`src/sv/assert_macros.svh`:
```
// Assertion macros, clocked on clk and quiet while rst_n is low.
`ifndef ASSERT_MACROS_SVH
`define ASSERT_MACROS_SVH

`ifndef ASSERT_OFF
`define ASSERT_ALWAYS(lbl, cond, msg) \
    lbl: assert property (@(posedge clk) disable iff (!rst_n) (cond)) else $error(msg);
`define ASSERT_IMPLY(lbl, ante, cons, msg) \
    lbl: assert property (@(posedge clk) disable iff (!rst_n) (ante) |-> (cons)) else $error(msg);
`else
`define ASSERT_ALWAYS(lbl, cond, msg)
`define ASSERT_IMPLY(lbl, ante, cons, msg)
`endif

`endif

```
`src/sv/asp_pkg.sv`:
```
package asp_pkg;

    // pool geometry
    localparam int SLOTS      = 64;
    localparam int COORD_BITS = 16;
    localparam int DECAY_BITS = 16;

    localparam int SLOT_W = (SLOTS > 1) ? $clog2(SLOTS) : 1;
    localparam int CNT_W  = $clog2(SLOTS + 1);

    // fixed field widths on the ports
    localparam int MODE_W  = 2;
    localparam int POS_W   = 16;
    localparam int DEC_W   = 16;
    localparam int IDX_W   = 6;
    localparam int CNTF_W  = 7;

    // input tdata layout, lowest field first
    localparam int X_LSB      = 0;
    localparam int Y_LSB      = X_LSB + POS_W;
    localparam int D_LSB      = Y_LSB + POS_W;
    localparam int I_LSB      = D_LSB + DEC_W;
    localparam int IN_FIELD_W = I_LSB + IDX_W;
    localparam int IN_DATA_W  = ((IN_FIELD_W + 7) / 8) * 8;

    // output tdata layout
    localparam int OUT_FIELD_W = IDX_W + 2 + DEC_W + 2 * POS_W + 2 * CNTF_W;
    localparam int OUT_DATA_W  = ((OUT_FIELD_W + 7) / 8) * 8;
    localparam int OUT_PAD_W   = OUT_DATA_W - OUT_FIELD_W;

    // front queue
    localparam int QDEPTH = 2;
    localparam int QPTR_W = (QDEPTH > 1) ? $clog2(QDEPTH) : 1;
    localparam int QCNT_W = $clog2(QDEPTH + 1);

    // mode codes on tuser
    localparam logic [MODE_W-1:0] MODE_ADD  = 2'd0;
    localparam logic [MODE_W-1:0] MODE_TICK = 2'd1;
    localparam logic [MODE_W-1:0] MODE_READ = 2'd2;

    typedef enum logic [1:0] {
        CMD_ADD,
        CMD_TICK,
        CMD_READ,
        CMD_NOP
    } cmd_kind_t;

    typedef struct packed {
        cmd_kind_t              kind;
        logic [COORD_BITS-1:0]  x;
        logic [COORD_BITS-1:0]  y;
        logic [DECAY_BITS-1:0]  decay;
        logic [IDX_W-1:0]       idx;
    } cmd_t;

    typedef struct packed {
        logic [IDX_W-1:0]  slot;
        logic              full;
        logic              live;
        logic [DEC_W-1:0]  decay;
        logic [POS_W-1:0]  x;
        logic [POS_W-1:0]  y;
        logic [CNTF_W-1:0] used;
        logic [CNTF_W-1:0] free;
    } res_t;

    typedef enum logic [2:0] {
        ST_IDLE,
        ST_ADD,
        ST_TICK,
        ST_TICK_END,
        ST_READ,
        ST_NOP
    } state_t;

    function automatic logic [COORD_BITS-1:0] coord_in(input logic signed [POS_W-1:0] v);
        return COORD_BITS'(v);
    endfunction

    function automatic logic [POS_W-1:0] coord_out(input logic signed [COORD_BITS-1:0] v);
        return POS_W'(v);
    endfunction

endpackage

```
`src/sv/asp_front.sv`:
```
module asp_front (
    input  logic                           clk,
    input  logic                           rst_n,
    input  logic                           s_tvalid,
    output logic                           s_tready,
    input  logic [asp_pkg::IN_DATA_W-1:0]  s_tdata,
    input  logic [asp_pkg::MODE_W-1:0]     s_tuser,
    output asp_pkg::cmd_t                  cmd,
    output logic                           cmd_valid,
    input  logic                           cmd_pop
);
    import asp_pkg::*;

    cmd_t              q_mem [QDEPTH];
    cmd_t              cmd_in;
    logic [QPTR_W-1:0] wr_ptr_reg, wr_ptr_next;
    logic [QPTR_W-1:0] rd_ptr_reg, rd_ptr_next;
    logic [QCNT_W-1:0] count_reg, count_next;
    logic              push;

    // classify and convert
    always_comb
    begin
        cmd_in.x     = coord_in(s_tdata[X_LSB +: POS_W]);
        cmd_in.y     = coord_in(s_tdata[Y_LSB +: POS_W]);
        cmd_in.decay = DECAY_BITS'(s_tdata[D_LSB +: DEC_W]);
        cmd_in.idx   = s_tdata[I_LSB +: IDX_W];
        case (s_tuser)
            MODE_ADD:  cmd_in.kind = CMD_ADD;
            MODE_TICK: cmd_in.kind = CMD_TICK;
            MODE_READ: cmd_in.kind = CMD_READ;
            default:   cmd_in.kind = CMD_NOP;
        endcase
    end

    assign s_tready  = (count_reg != QCNT_W'(QDEPTH));
    assign push      = s_tvalid && s_tready;
    assign cmd_valid = (count_reg != '0);
    assign cmd       = q_mem[rd_ptr_reg];

    always_comb
    begin
        wr_ptr_next = wr_ptr_reg;
        rd_ptr_next = rd_ptr_reg;
        count_next  = count_reg;
        if (push)
        begin
            wr_ptr_next = (wr_ptr_reg == QPTR_W'(QDEPTH - 1)) ? '0 : wr_ptr_reg + 1'b1;
        end
        if (cmd_pop)
        begin
            rd_ptr_next = (rd_ptr_reg == QPTR_W'(QDEPTH - 1)) ? '0 : rd_ptr_reg + 1'b1;
        end
        if (push && !cmd_pop)
        begin
            count_next = count_reg + 1'b1;
        end
        else if (!push && cmd_pop)
        begin
            count_next = count_reg - 1'b1;
        end
    end

    always_ff @(posedge clk or negedge rst_n)
    begin
        if (!rst_n)
        begin
            wr_ptr_reg <= '0;
            rd_ptr_reg <= '0;
            count_reg  <= '0;
        end
        else
        begin
            wr_ptr_reg <= wr_ptr_next;
            rd_ptr_reg <= rd_ptr_next;
            count_reg  <= count_next;
        end
    end

    always_ff @(posedge clk)
    begin
        if (push)
        begin
            q_mem[wr_ptr_reg] <= cmd_in;
        end
    end

endmodule

```
`config.mk`:
```
export PLATFORM = sky130hd
export DESIGN_NAME = asp_front
export DESIGN_NICKNAME = d
export VERILOG_FILES = /design/src/sv/assert_macros.svh /design/src/sv/asp_pkg.sv /design/src/sv/asp_front.sv
export SDC_FILE = /design/constraint.sdc
export NUM_CORES = 1
export LEC_CHECK = 0
export BUFFER_PORTS_ARGS = -buffer_cell sky130_fd_sc_hd__buf_2
export CORE_MARGIN = 1.5
export CORE_UTILIZATION = 31
export CTS_BUF_LIST = sky130_fd_sc_hd__clkbuf_4 sky130_fd_sc_hd__clkbuf_8 sky130_fd_sc_hd__clkbuf_16
export DETAILED_ROUTE_END_ITERATION = 7
export PLACE_DENSITY = 0.5
export SLEW_MARGIN = 20
export SYNTH_ARGS = -nofsm -noshare
export SYNTH_HDL_FRONTEND = slang
export SYNTH_SLANG_ARGS = --single-unit
```
`constraint.sdc`:
```
create_clock -name clk -period 3.2 [get_ports clk]
set_input_delay 0.32 -clock clk [delete_from_list [all_inputs] [get_ports clk]]
set_output_delay 0.32 -clock clk [all_outputs]
set_load 0.02 [all_outputs]
```
==> run_results.csv <==
group,metric,value,unit
setup_path,cp-start-kind,"flop",
placement,dpl.hpwl,4690,um
sta,worst_pin_slew,0.491,ns
setup_path,r2r_end,"q_mem[0][1]",
die,design.die.area,0.0148,mm2
route,wl_per_cell,14.3,um
setup_path,timing.reg2reg.setup_slack,1.60,ns
logic_synthesis,synth_top_family_by_area,"multiplexers",
sta,fin_tns_setup,0,ns
cts,cts_tree,"done",
setup_path,r2r_cells,4,
setup_path,crit_type,"reg -> out",
logic_synthesis,synth_fa_ha_area_share,0.287,%
route,route.detailed.drc,0,
hold_path,min_from,"s_tdata[16]",
grt,grt_max_degree,34,
final_layout,fill_cells,1246,
final_layout,final_cell_mix,"buf_2, edfxtp_1, mux2_4",
die,io_pins,120,
die,chipWidth,122,um
sta,finClkSkew,0.00665,ns
final_layout,nNetsFinal,391,
final_layout,num_antenna_cells,0,
sta,maxSlewViolCount,0,
placement,port_buffers,117,
cts,cts.repair.resized,0,
cts,htreeDepth,4,
status,status,"finished clean",
grt,grt_overflow,0,
hold_path,hold_path_depth,1,
setup_path,required,2.88,ns
cts,clk_path_buf_depth,2,
logic_synthesis,syn_nets,257,
cts,clock_latency,0.41,ns
hold_path,min_path_type,"in -> reg",
logic_synthesis,ys_ff_latch,116,
run,maxCapViolations,0,
sta,holdWs,0.0979,ns
grt,track_usage,10.7,%
setup_path,critPathArrivalTime,2.02,ns
placement,postPlaceCellArea,0.00517,mm2
final_layout,stdcell_area,0.00583,mm2
logic_synthesis,syn_inst,194,
pwr,power.total,5990,uW
grt,grt_pass1_wl,11400,um
logic_synthesis,synthXorXnorAreaFrac,1.00,%
final_layout,final_common_cell,"buf_2",
sta,fmax,427,MHz
logic_synthesis,synth.distinct_cells,16,
pwr,irDropWorstVdd,0.483,mV
route,antenna_left,0,
die,rows,43,
sta,timing.final.crit_share,73.2,%
grt,antenna_found_initial,0,
route,drt-initial-drc-count,111,
logic_synthesis,ys_seq_area_share,79.4,%
placement,dpl.cell_count,488,
logic_synthesis,synthMuxAreaShare,17.0,%
cts,clkSinkCount,116,
sta,relSlewSlack,67.3,%
hold_path,hold-path-endpoint,"q_mem[0][22]",
die,coreArea,0.0138,mm2
final_layout,layoutNonFillerInstCount,521,
cts,numCtsBuffers,17,
pwr,power_density,1030,mW/mm2
cts,clkTransAtPathRegs,0.05,ns
cts,ctsHoldBuffers,1,
sta,rsz0062_at_grt,"false",
grt,first_global_vias,2310,
logic_synthesis,synth_compound_gate_area_share,0,%
cts,cts_setup_buffers,0,
setup_path,critPathCaptureType,"output pin",
route,finalWirelength,7440,um
die,die_h,122,um
final_layout,synthToLayoutAreaGrowth,33.6,%
logic_synthesis,avgSynthCellArea,22.5,um2
final_layout,drive_gt1_share,62.8,%
setup_path,cp_max_fo,31,
logic_synthesis,synthesis.area,0.00436,mm2
sta,finalSetupViolations,0,
cts,root_buffer,"clkbuf_16",
pwr,p_leak,0.00229,uW
die,start_util,31.6,%
sta,timing.final.crit_period,2.34,ns
setup_path,reg2reg_from,"count_reg[0]",
route,via_per_inst,4.22,
route,num_vias,2201,
logic_synthesis,synth_warnings,0,
logic_synthesis,synthSimpleGateAreaFrac,0.688,%
placement,gp_congestion,0.663,
route,dr.pass1.iters,3,
sta,finalHoldViolCount,0,
final_layout,largest_reg_flops,112,
[where the power goes]
part	leakage, uW	internal (uW)	switching, uW
clock	0.000310	1400	617
sequential	0.00109	2080	171
combinational	0.000897	764	960
[critical path: stages (launching register included)]
cell     delay, ns
dfrtp_4       0.74
buf_12        0.29
mux2_2        0.38
buf_2         0.16
[kinds of logic after synthesis]
logic type / after synthesis
AND/OR/NAND/NOR: 6
multiplexers: 56
XOR/XNOR: 5
buffers and inverters: 10
flip-flops: 116
adder cells (fa/ha/maj): 1
[layer usage]
metal	part of all wire (%)	GRT usage [%]	vias to the layer above
met3	6.3	4.31	14
met1	41	11.6	1087
li1	-	-	1025
met2	50	17.1	75
met5	0	0	-
met4	2.8	7.50	0
[area by class of cell]
cell class	instances	area, um2	share of cell area [%]
multi-input combinational	68	838	14.4
clock inverter	8	148	2.53
timing repair buffer	123	646	11.1
sequential	116	3470	59.5
inverter	2	7.51	0.129
clock buffer	24	497	8.52
tap	180	225	3.86
[Yosys cell counts]
master	number	area, um2
or2_2	1	6.26
nor2_1	2	7.51
mux2_2	26	293
buf_2	2	10.0
dfrtp_1	4	100
nand2b_1	1	6.26
nand2_1	1	3.75
and3_1	1	6.26
edfxtp_1	112	3360
inv_1	2	7.51
mux2_4	30	450
xnor2_1	2	17.5
xor2_1	3	26.3
ha_1	1	12.5
buf_6	4	45.0
clkbuf_1	2	7.51
[metrics by stage]
| step | setup WS (ns) | util, % |
|---|---|---|
| 5_1_grt | 0.764 | 42.2 |
| 3_5_place_dp | 1.25 | 37.4 |
| 3_3_place_gp | 1.27 | 37.4 |
| 4_1_cts | 0.791 | 42.2 |
| 6_report | 0.859 | 42.2 |
| 2_1_floorplan | 0.518 | - |
[how the worst max path moves through the flow]
stage                      start           to  cells past startpoint
floorplan           count_reg[0]  q_mem[0][0]                      3
detailed placement    rd_ptr_reg      cmd[35]                      3
finish                rd_ptr_reg      cmd[35]                      3
CTS                   rd_ptr_reg      cmd[35]                      3
global placement      rd_ptr_reg      cmd[45]                      3
global route          rd_ptr_reg      cmd[38]                      3
No activity file was read; power rests on OpenSTA's default activity.
